### src/rtl/checksummed_frame_parser_assert.svh
// assertion macros for the frame parser
// no dependencies; the including module must have clock and reset in scope
`ifndef CHECKSUMMED_FRAME_PARSER_ASSERT_SVH
`define CHECKSUMMED_FRAME_PARSER_ASSERT_SVH

// property that must hold at every clock edge out of reset
`define CFP_ASSERT(label, prop, msg) \
   label: assert property (@(posedge clock) disable iff (reset) (prop)) else $error(msg);

// consequence that must hold in the cycle after the antecedent
`define CFP_ASSERT_NEXT(label, ante, cons, msg) \
   label: assert property (@(posedge clock) disable iff (reset) (ante) |=> (cons)) \
      else $error(msg);

`endif

### src/rtl/cfp_pkg.sv
// types and constants shared by the frame parser modules
// no dependencies
`timescale 1ns / 1ps

package cfp_pkg;

   localparam int BYTE_WIDTH = 8;
   localparam int POS_WIDTH = 9;
   localparam int MIN_FRAME = 6;

   localparam logic [POS_WIDTH-1:0] POS_HEADER = POS_WIDTH'(0);
   localparam logic [POS_WIDTH-1:0] POS_ADDRESS = POS_WIDTH'(1);
   localparam logic [POS_WIDTH-1:0] POS_COMMAND = POS_WIDTH'(2);
   localparam logic [POS_WIDTH-1:0] POS_LENGTH = POS_WIDTH'(3);
   localparam logic [POS_WIDTH-1:0] POS_PAYLOAD = POS_WIDTH'(4);
   localparam logic [POS_WIDTH-1:0] POS_MIN_LAST = POS_WIDTH'(MIN_FRAME - 1);
   localparam logic [POS_WIDTH-1:0] POS_MAX = '1;

   localparam logic [BYTE_WIDTH-1:0] HEADER_RESET = 8'hAA;
   localparam logic [BYTE_WIDTH-1:0] TAIL_RESET = 8'h55;

   localparam int CSR_INDEX_WIDTH = 1;
   localparam logic [CSR_INDEX_WIDTH-1:0] REG_HEADER_MARKER = 1'b0;
   localparam logic [CSR_INDEX_WIDTH-1:0] REG_TAIL_MARKER = 1'b1;

   localparam logic KIND_PAYLOAD = 1'b0;
   localparam logic KIND_STATUS = 1'b1;

   typedef enum logic [2:0] {
      STATUS_OK          = 3'd0,
      STATUS_TOO_SHORT   = 3'd1,
      STATUS_BAD_HEADER  = 3'd2,
      STATUS_BAD_TAIL    = 3'd3,
      STATUS_LENGTH      = 3'd4,
      STATUS_CHECKSUM    = 3'd5
   } status_type;

   typedef struct packed {
      logic [BYTE_WIDTH-1:0] header;
      logic [BYTE_WIDTH-1:0] tail;
   } markers_type;

   typedef struct packed {
      logic                  kind;
      logic [BYTE_WIDTH-1:0] payload_value;
      logic [BYTE_WIDTH-1:0] payload_index;
      status_type            status;
      logic [BYTE_WIDTH-1:0] address;
      logic [BYTE_WIDTH-1:0] command;
      logic [BYTE_WIDTH-1:0] length;
   } result_type;

endpackage

### src/rtl/cfp_csr.sv
// marker registers of the frame parser, written through the csr port
// depends on cfp_pkg
`timescale 1ns / 1ps

module cfp_csr (
   input  logic                                clock,
   input  logic                                reset,
   input  logic                                csr_write_enable,
   input  logic [cfp_pkg::CSR_INDEX_WIDTH-1:0] csr_index,
   input  logic [cfp_pkg::BYTE_WIDTH-1:0]      csr_write_data,
   output cfp_pkg::markers_type                markers
);

   cfp_pkg::markers_type markers_ff;
   cfp_pkg::markers_type markers_in;

   always_comb begin
      markers_in = markers_ff;
      if (csr_write_enable) begin
         unique case (csr_index)
            cfp_pkg::REG_HEADER_MARKER: markers_in.header = csr_write_data;
            cfp_pkg::REG_TAIL_MARKER:   markers_in.tail = csr_write_data;
            default: ;
         endcase
      end
   end

   always_ff @(posedge clock) begin
      if (reset) begin
         markers_ff.header <= cfp_pkg::HEADER_RESET;
         markers_ff.tail <= cfp_pkg::TAIL_RESET;
      end else begin
         markers_ff <= markers_in;
      end
   end

   assign markers = markers_ff;

endmodule

### src/rtl/cfp_frame.sv
// per-frame state and result logic: position, checksum, held fields, status checks
// depends on cfp_pkg and checksummed_frame_parser_assert.svh
`timescale 1ns / 1ps
`include "checksummed_frame_parser_assert.svh"

module cfp_frame (
   input  logic                           clock,
   input  logic                           reset,
   input  logic                           step,
   input  logic [cfp_pkg::BYTE_WIDTH-1:0] rx_byte,
   input  logic                           frame_end,
   input  cfp_pkg::markers_type           markers,
   output logic                           has_result,
   output cfp_pkg::result_type            result
);

   logic [cfp_pkg::POS_WIDTH-1:0]  pos_ff, pos_in;
   logic [cfp_pkg::BYTE_WIDTH-1:0] sum_ff, sum_in;
   logic [cfp_pkg::BYTE_WIDTH-1:0] prev_ff, prev_in;
   logic                           hdr_ff, hdr_in;
   logic [cfp_pkg::BYTE_WIDTH-1:0] addr_ff, addr_in;
   logic [cfp_pkg::BYTE_WIDTH-1:0] cmd_ff, cmd_in;
   logic [cfp_pkg::BYTE_WIDTH-1:0] len_ff, len_in;

   logic                           hdr_now;
   logic [cfp_pkg::BYTE_WIDTH-1:0] addr_now, cmd_now, len_now;
   logic [cfp_pkg::POS_WIDTH-1:0]  payload_end;
   logic [cfp_pkg::POS_WIDTH-1:0]  expected_last;
   logic [cfp_pkg::POS_WIDTH-1:0]  index_full;
   logic                           in_payload;
   cfp_pkg::status_type            status;

   // fields as they stand once this byte is taken in
   always_comb begin
      hdr_now = hdr_ff;
      addr_now = addr_ff;
      cmd_now = cmd_ff;
      len_now = len_ff;
      unique case (pos_ff)
         cfp_pkg::POS_HEADER:  hdr_now = (rx_byte == markers.header);
         cfp_pkg::POS_ADDRESS: addr_now = rx_byte;
         cfp_pkg::POS_COMMAND: cmd_now = rx_byte;
         cfp_pkg::POS_LENGTH:  len_now = rx_byte;
         default: ;
      endcase
   end

   assign payload_end = {1'b0, len_ff} + cfp_pkg::POS_PAYLOAD;
   assign expected_last = {1'b0, len_now} + cfp_pkg::POS_MIN_LAST;
   assign index_full = pos_ff - cfp_pkg::POS_PAYLOAD;
   assign in_payload = (pos_ff >= cfp_pkg::POS_PAYLOAD) && (pos_ff < payload_end);

   always_comb begin
      if (pos_ff < cfp_pkg::POS_MIN_LAST) begin
         status = cfp_pkg::STATUS_TOO_SHORT;
      end else if (!hdr_now) begin
         status = cfp_pkg::STATUS_BAD_HEADER;
      end else if (rx_byte != markers.tail) begin
         status = cfp_pkg::STATUS_BAD_TAIL;
      end else if (pos_ff != expected_last) begin
         status = cfp_pkg::STATUS_LENGTH;
      end else if (sum_ff != prev_ff) begin
         status = cfp_pkg::STATUS_CHECKSUM;
      end else begin
         status = cfp_pkg::STATUS_OK;
      end
   end

   always_comb begin
      has_result = frame_end || in_payload;
      result.address = addr_now;
      result.command = cmd_now;
      result.length = len_now;
      if (frame_end) begin
         result.kind = cfp_pkg::KIND_STATUS;
         result.payload_value = '0;
         result.payload_index = '0;
         result.status = status;
      end else begin
         result.kind = cfp_pkg::KIND_PAYLOAD;
         result.payload_value = rx_byte;
         result.payload_index = index_full[cfp_pkg::BYTE_WIDTH-1:0];
         result.status = cfp_pkg::STATUS_OK;
      end
   end

   // next frame state
   always_comb begin
      pos_in = pos_ff;
      sum_in = sum_ff;
      prev_in = prev_ff;
      hdr_in = hdr_ff;
      addr_in = addr_ff;
      cmd_in = cmd_ff;
      len_in = len_ff;
      if (step) begin
         if (frame_end) begin
            pos_in = '0;
            sum_in = '0;
            prev_in = '0;
            hdr_in = 1'b0;
            addr_in = '0;
            cmd_in = '0;
            len_in = '0;
         end else begin
            if (pos_ff != cfp_pkg::POS_MAX) begin
               pos_in = pos_ff + cfp_pkg::POS_WIDTH'(1);
            end
            if (pos_ff != cfp_pkg::POS_HEADER) begin
               sum_in = sum_ff + prev_ff;
            end
            prev_in = rx_byte;
            hdr_in = hdr_now;
            addr_in = addr_now;
            cmd_in = cmd_now;
            len_in = len_now;
         end
      end
   end

   always_ff @(posedge clock) begin
      if (reset) begin
         pos_ff <= '0;
         sum_ff <= '0;
         prev_ff <= '0;
         hdr_ff <= 1'b0;
         addr_ff <= '0;
         cmd_ff <= '0;
         len_ff <= '0;
      end else begin
         pos_ff <= pos_in;
         sum_ff <= sum_in;
         prev_ff <= prev_in;
         hdr_ff <= hdr_in;
         addr_ff <= addr_in;
         cmd_ff <= cmd_in;
         len_ff <= len_in;
      end
   end

   `CFP_ASSERT(a_end_gives_status, !(step && frame_end) || (has_result && result.kind == cfp_pkg::KIND_STATUS), "final byte without status result")
   `CFP_ASSERT_NEXT(a_end_clears_position, step && frame_end, pos_ff == cfp_pkg::POS_HEADER && sum_ff == '0, "frame state not cleared after final byte")
   `CFP_ASSERT_NEXT(a_position_advances, step && !frame_end && pos_ff != cfp_pkg::POS_MAX, pos_ff == $past(pos_ff) + cfp_pkg::POS_WIDTH'(1), "byte position did not advance")

endmodule

### src/rtl/checksummed_frame_parser.sv
// One received byte is taken per clock cycle, with frame_end flagging the
// final byte of a frame. Each byte is held in an input register, runs through
// one 8-bit add and a few compares, and any result lands in an output register
// as the held byte leaves the input register; a payload byte gives a payload
// transaction, the final byte gives one status transaction. Sustained rate is
// one byte per cycle while rsp_stall is low; a stalled result holds the output
// register and backs up the input register, after which req_stall rises.
// Payload bytes come out before the frame's status is known.
// depends on cfp_pkg, cfp_csr and cfp_frame
`timescale 1ns / 1ps

module checksummed_frame_parser (
   input  logic                                clock,
   input  logic                                reset,
   input  logic                                req_valid,
   output logic                                req_stall,
   input  logic [cfp_pkg::BYTE_WIDTH-1:0]      req_rx_byte,
   input  logic                                req_frame_end,
   output logic                                rsp_valid,
   input  logic                                rsp_stall,
   output logic                                rsp_result_kind,
   output logic [cfp_pkg::BYTE_WIDTH-1:0]      rsp_payload_value,
   output logic [cfp_pkg::BYTE_WIDTH-1:0]      rsp_payload_index,
   output logic [2:0]                          rsp_frame_status,
   output logic [cfp_pkg::BYTE_WIDTH-1:0]      rsp_frame_address,
   output logic [cfp_pkg::BYTE_WIDTH-1:0]      rsp_frame_command,
   output logic [cfp_pkg::BYTE_WIDTH-1:0]      rsp_payload_length,
   input  logic                                csr_write_enable,
   input  logic [cfp_pkg::CSR_INDEX_WIDTH-1:0] csr_index,
   input  logic [cfp_pkg::BYTE_WIDTH-1:0]      csr_write_data
);

   cfp_pkg::markers_type           markers;
   logic                           in_valid_ff, in_valid_in;
   logic [cfp_pkg::BYTE_WIDTH-1:0] in_byte_ff;
   logic                           in_end_ff;
   logic                           rsp_valid_ff, rsp_valid_in;
   cfp_pkg::result_type            rsp_result_ff;
   cfp_pkg::result_type            result;
   logic                           has_result;
   logic                           accept;
   logic                           advance;

   cfp_csr u_csr (
      .clock            (clock),
      .reset            (reset),
      .csr_write_enable (csr_write_enable),
      .csr_index        (csr_index),
      .csr_write_data   (csr_write_data),
      .markers          (markers)
   );

   cfp_frame u_frame (
      .clock      (clock),
      .reset      (reset),
      .step       (advance),
      .rx_byte    (in_byte_ff),
      .frame_end  (in_end_ff),
      .markers    (markers),
      .has_result (has_result),
      .result     (result)
   );

   // held byte moves on unless its result finds the output register blocked
   assign advance = in_valid_ff && (!has_result || !rsp_valid_ff || !rsp_stall);
   assign req_stall = in_valid_ff && !advance;
   assign accept = req_valid && !req_stall;

   always_comb begin
      in_valid_in = in_valid_ff;
      if (accept) begin
         in_valid_in = 1'b1;
      end else if (advance) begin
         in_valid_in = 1'b0;
      end
   end

   always_comb begin
      rsp_valid_in = rsp_valid_ff;
      if (advance && has_result) begin
         rsp_valid_in = 1'b1;
      end else if (rsp_valid_ff && !rsp_stall) begin
         rsp_valid_in = 1'b0;
      end
   end

   always_ff @(posedge clock) begin
      if (reset) begin
         in_valid_ff <= 1'b0;
         rsp_valid_ff <= 1'b0;
      end else begin
         in_valid_ff <= in_valid_in;
         rsp_valid_ff <= rsp_valid_in;
      end
   end

   always_ff @(posedge clock) begin
      if (accept) begin
         in_byte_ff <= req_rx_byte;
         in_end_ff <= req_frame_end;
      end
      if (advance && has_result) begin
         rsp_result_ff <= result;
      end
   end

   assign rsp_valid = rsp_valid_ff;
   assign rsp_result_kind = rsp_result_ff.kind;
   assign rsp_payload_value = rsp_result_ff.payload_value;
   assign rsp_payload_index = rsp_result_ff.payload_index;
   assign rsp_frame_status = rsp_result_ff.status;
   assign rsp_frame_address = rsp_result_ff.address;
   assign rsp_frame_command = rsp_result_ff.command;
   assign rsp_payload_length = rsp_result_ff.length;

endmodule

### config.mk
export PLATFORM = sky130hd
export DESIGN_NAME = checksummed_frame_parser
export DESIGN_NICKNAME = d
export VERILOG_FILES = /design/src/rtl/cfp_pkg.sv /design/src/rtl/cfp_csr.sv /design/src/rtl/cfp_frame.sv /design/src/rtl/checksummed_frame_parser.sv
export VERILOG_INCLUDE_DIRS = /design/src /design/src/rtl
export SDC_FILE = /design/constraint.sdc
export NUM_CORES = 1
export LEC_CHECK = 0
export BUFFER_PORTS_ARGS = -buffer_cell sky130_fd_sc_hd__buf_4
export CAP_MARGIN = 20
export CORE_ASPECT_RATIO = 0.5
export CORE_UTILIZATION = 46
export DETAILED_ROUTE_END_ITERATION = 6
export PLACE_DENSITY = 0.67
export SLEW_MARGIN = 20
export SYNTH_ARGS = -nofsm -noshare
export SYNTH_HDL_FRONTEND = slang
export SYNTH_HIERARCHICAL = 1
export SYNTH_SLANG_ARGS = --single-unit
### constraint.sdc
create_clock -name clock -period 4.74 [get_ports clock]
set_clock_uncertainty 0.05 [all_clocks]
set_input_delay 0.474 -clock clock [delete_from_list [all_inputs] [get_ports clock]]
set_output_delay 0.474 -clock clock [all_outputs]
set_load 0.05 [all_outputs]
* After elaboration in Yosys (flattened, before gate mapping)
Cells that the tools add are included.
W data, S select, Z words.
** Operators by class
- $add $sub $neg :: 5
- Order comparisons :: 3
- Equality and inequality tests :: 8
- Mux-type cells :: 23
- Bitwise logic cells :: 3
- Reductions and logical operators :: 26
** Operators by type and width (number)
- $mux W8 :: 9
- $mux W20 :: 1
- $add A8 B3 Y9 const B :: 2
- $eq A9 B2 Y1 const B :: 2
- $mux W9 :: 2
- $ne A8 B8 Y1 :: 2
- $mux W3 :: 5
- $add A9 B1 Y9 const B :: 1
- $eq A9 B1 Y1 const B :: 1
- $ge A9 B3 Y1 const B :: 1
- $logic_not A9 Y1 :: 1
- $lt A9 B3 Y1 const B :: 1
- $lt A9 B9 Y1 :: 1
- $ne A9 B9 Y1 :: 1
- $ne A9 B9 Y1 const B :: 1
- $reduce_bool A9 Y1 :: 1
- $add A8 B8 Y8 :: 1
- $eq A8 B8 Y1 :: 1
- $reduce_and A2 Y1 :: 4
- $reduce_bool A2 Y1 :: 4
- $sub A8 B3 Y8 const B :: 1
- $logic_and A1 B1 Y1 :: 6
- $mux W1 :: 6
- $logic_not A1 Y1 :: 5
- 4 further kinds :: 8
** Storage, ports and cells
- Register bits after elaboration :: 121
- Bits of input ports :: 23
- Output and inout bits :: 46
- Logic and storage cells :: 90

* Logic depth before layout (Yosys ltp)
- Depth after elaboration :: 13
- Mapped depth :: 16
- Gate-level depth less buffers :: 15

* By module
The synthesis kept the hierarchy.
** Modules (own cells, without submodules)
- cfp_frame :: times used 1, cells each 480, area each 3809.9 um^2, seq. area each 1001.0 um^2
- checksummed_frame_parser :: times used 1, cells each 66, area each 1684.1 um^2, seq. area each 1631.6 um^2
- cfp_csr :: times used 1, cells each 67, area each 683.2 um^2, seq. area each 320.3 um^2

* Worst setup path before layout
OpenSTA, ideal clock, no wires.
- Path type :: register -> register
- Start point :: reg u_frame/len_ff[4] (netlist name)
- End point :: reg rsp_result_ff, in the netlist rsp_frame_address[0] (enable)
- Library setup time :: 460 ps
- Data arrival time :: 3901 ps
- Data required time :: 4230 ps
- Path slack :: 328 ps
- Stages on the path, launching flop included :: 10
- Path buffers :: 1
- Clock period less this slack :: 4412 ps
- Cell sequence :: dfxtp_1 -> clkbuf_1 -> and3_1 -> nand3_1 -> xnor2_1 -> ha_1 -> a311o_1 -> o21ai_0 -> nand2_1 -> a21oi_1
** On the way
- Word-level cells in the longest chain between the ends :: 9
** RTL lines
- from (decl) :: RTL line cfp_frame.sv:23 : logic [cfp_pkg::BYTE_WIDTH-1:0] len_ff, len_in;
- from (signal assigned) :: RTL line cfp_frame.sv:137 : len_ff <= len_in;
- $add A8 B3 Y9 (*) :: RTL line cfp_frame.sv:48 : assign payload_end = {1'b0, len_ff} + cfp_pkg::POS_PAYLOAD;
- $lt A9 B9 Y1 (*) :: RTL line cfp_frame.sv:51 : assign in_payload = (pos_ff >= cfp_pkg::POS_PAYLOAD) && (pos_ff < payload_end);
- $logic_and A1 B1 Y1 (*) :: RTL line cfp_frame.sv:51
- $logic_or A1 B1 Y1 (*) :: RTL line cfp_frame.sv:70 : has_result = frame_end || in_payload;
- net has_result :: RTL line checksummed_frame_parser.sv:40 : logic has_result;
- $logic_not A1 Y1 :: RTL line checksummed_frame_parser.sv:65 : assign advance = in_valid_ff && (!has_result || !rsp_valid_ff || !rsp_stall);
- $logic_or A1 B1 Y1 (2 in series) :: RTL line checksummed_frame_parser.sv:65
- $logic_and A1 B1 Y1 :: RTL line checksummed_frame_parser.sv:65
- $logic_and A1 B1 Y1 (*) :: RTL line checksummed_frame_parser.sv:102 : if (advance && has_result) begin
- to (signal assigned) :: RTL line checksummed_frame_parser.sv:103 : rsp_result_ff <= result;
- to (decl) :: RTL line checksummed_frame_parser.sv:38 : cfp_pkg::result_type rsp_result_ff;
Mark *: on every way through the listed nets, which the timed path passes. The rest lies on a longest branch.
A chain may end at the register's enable or synchronous reset.

==> results.toml <==
[sta]
setup_slack_ns = 0.920
worstMarginPinSlew_ns = 0.877
relSlewSlack_pct = 40.9
tns_ns = 0
rsz0062_at_grt = "no"
min_period_ns = 3.82
slew_viol_final = 0
setup-violations-final = 0
finalCritPeriodShare_pct = 80.6
hold_violations = 0
fmax_ghz = 0.262

[synth]
synth-seq-area-share_pct = 47.8
synth_cell_types = 67
synth_edf_count = 53
yosysMostFrequentCell = "nor2_1"
synth_top_area_cell = "edfxtp_1"
async_flop_share_pct = 0
syn_area_per_cell_um2 = 10.1
synth_cells = 613
syn_area_mm2 = 0.00618
ys.warnings.count = 6
synth_top_area_share_pct = 25.8
synth_commonest_cells = "nor2_1 (79), dfxtp_1 (68), edfxtp_1 (53), a21oi_1 (47), nor2b_1 (31)"
ys_seq_elements = 121
syn_nets = 663
synth_ff_type = "dfxtp_1"
synth.area.top_cells = "edfxtp_1 (26%), dfxtp_1 (22%), ha_1 (5.3%)"

[final_layout]
seq_area_mm2 = 0.00295
num-nets-final = 718
multiInputGateArea_mm2 = 0.00297
final_layout_size_suffix_gt1_share_pct = 20.1
fin_cells = 851
fill_cells = 1105
num_antenna_cells = 0
area.growth.synth_to_final_pct = 19.8

[global_routing]
grt_max_degree = 72
grt_overflow = 0
grt.total_usage_pct = 23.2
grt_antenna_before_repair = 0
grt_pass1_vias = 4638
grt_first_pass_wirelength_um = 24700

[route]
vias = 4761
wl_per_cell_um = 18.0
remaining_drc_errors = 2
routed_wl_um = 15300
first_pass_iters = 7
first_iter_violations = 324
routed_via_density = 5.59
ant_nets = 0

[clock_network]
cts_htree_levels = 4
ctsResizeCount = 0
numCtsBuffers = 17
clk_pin_slew_ns = 0.06
cts_tree = "built"
insertion_delay_ns = 0.42
root_buffer = "clkbuf_16"
clock_path_buffers = 2
hold_buffers = 0
cts_setup_buffers = 0
clock_sinks = 121

[die]
fp.dieH_um = 83.9
core_area_mm2 = 0.0129
start_util_pct = 48.0
ios = 69
dieArea_mm2 = 0.0139
die_x_um = 166
placement_rows = 29

[placement]
dp_slack_ns = 0.971
dp_hpwl_um = 10200
io_buffers = 68
dp_cells = 819
gp_congestion = 0.997

[pwr]
cellPowerDensity_mw_per_mm2 = 360
p_leak_nw = 3.08
irDropWorstVdd_v = 0.000210
power_mw = 2.66

[status]
violations = "design-rule violations"
status = "finished, violations left"

[critical_path]
path_class = "register to register"
r2r_cells = 11
cp.required_ns = 4.94
arrival_ns = 4.02
critPathCaptureType = "register"
worst-path-max-fanout = 12
r2r_setup_slack_ns = 0.92
r2r_start = "u_frame/pos_ff[7]"
cpMaxStageDelayCell = "or4_1"
path_cells = "or4_1 -> nor2_8 -> mux2_4 -> ha_1 -> xor2_1 -> a21oi_1 -> o221ai_1 -> a2111o_1 -> nor4_2 -> nand2b_1 -> a31oi_1"
startpoint_type = "register"
critPathMaxStageDelay_ns = 0.79
timing.rr.end = "rsp_frame_status[0]"

[flow_run]
drv.max_cap_violation_count = 0

[min_path]
holdCritStartpoint = "req_rx_byte[1]"
hold_depth = 1
holdPathEnd = "in_byte_ff[1]"
hold_class = "input pin to register"
cell usage in the layout (no fill, tap or decap), types with 6 or more instances in the layout:
master / instances
dfxtp_1: 68
nand3_1: 17
nor2b_1: 31
a21o_1: 9
nand4_1: 8
a22oi_1: 8
edfxtp_1: 53
nor2_1: 79
mux2_2: 16
inv_1: 23
nand2b_1: 9
buf_4: 74
ha_1: 26
o21ai_0: 18
a2bb2oi_1: 6
clkbuf_16: 18
xor2_1: 10
nand2_1: 25
a21oi_1: 46
and3_1: 7
xnor2_1: 30
mux2i_1: 13
layout make-up:
cell class	instances	share of cell area, %
repair buffers	74	7.51
multi-input cells	431	40.1
inverters	23	1.17
clock inverters	11	1.78
clock buffers	21	6.65
well taps	170	2.87
flip-flops and latches	121	39.9
routing by layer:
metal	track usage, %	up-vias	share of wire (%)
met5	0	-	0
met4	8.24	0	1.5
met3	6.35	22	6.7
met2	35.7	153	45
met1	31.2	2298	47
li1	-	2288	-
kinds of logic after synthesis:
logic type | after synthesis | synth area share, %
xor gates and xnor gates | 40 | 5.67
and+or+nand+nor | 205 | 17.4
muxes | 30 | 5.27
buffers and inverters | 61 | 4.56
adders and majority gates | 27 | 5.59
AOI/OAI and AO/OA | 129 | 13.8
DFF | 121 | 47.8
flip-flops by register name (all words and copies together), names as in the netlist:
| signal | count |
|---|---|
| u_csr/markers | 16 |
| u_frame/pos_ff | 9 |
| in_byte_ff | 8 |
| rsp_frame_address | 8 |
| rsp_frame_command | 8 |
| rsp_payload_index | 8 |
| rsp_payload_length | 8 |
| rsp_payload_value | 8 |
| u_frame/addr_ff | 8 |
| u_frame/cmd_ff | 8 |
| u_frame/len_ff | 8 |
| u_frame/prev_ff | 8 |
| u_frame/sum_ff | 8 |
| rsp_frame_status | 3 |
| in_end_ff | 1 |
| in_valid_ff | 1 |
| rsp_result_kind | 1 |
| rsp_valid | 1 |
| u_frame/hdr_ff | 1 |
power breakdown:
group | internal (mW) | leakage, nW | switching, mW
Sequential | 1.11 | 1.06 | 0.0273
Clock | 0.854 | 0.310 | 0.493
Combinational | 0.0635 | 1.70 | 0.109
Total | 2.03 | 3.08 | 0.629
metrics by stage:
| stage | area, um^2 | hold WS (ns) | utilization [%] |
|---|---|---|---|
| 5_1_grt | 7400 | 0.162 | 57.4 |
| 6_report | 7400 | 0.179 | 57.4 |
| 3_3_place_gp | 6780 | 0.417 | 52.6 |
| 4_1_cts | 7400 | 0.167 | 57.4 |
| 3_5_place_dp | 6780 | 0.424 | 52.6 |
| 2_1_floorplan | 6180 | 0.407 | - |
how the worst max path moves through the flow:
stage                      start              endpoint  slack (ns)  depth (start not counted)
2_1_floorplan  u_frame/len_ff[4]  rsp_frame_address[0]        0.33                          9
3_3_place_gp   u_frame/pos_ff[7]   rsp_frame_status[0]        1.03                         11
3_5_place_dp   u_frame/pos_ff[7]   rsp_frame_status[0]        0.97                         11
4_1_cts        u_frame/pos_ff[7]   rsp_frame_status[0]        0.96                         11
5_1_grt        u_frame/pos_ff[7]   rsp_frame_status[0]        0.68                         11
6_report       u_frame/pos_ff[7]   rsp_frame_status[0]        0.92                         11
worst max-delay path, delay by kind of cell (launching register included):
kind	cells	cell delay, ns
AND/OR/NAND/NOR	4	1.47
AO/OA/AOI/OAI	4	0.85
flip-flops	1	0.49
multiplexers	1	0.35
adder cells (fa/ha/maj)	1	0.31
XOR/XNOR	1	0.14
Power figures use the tool's default switching activity.
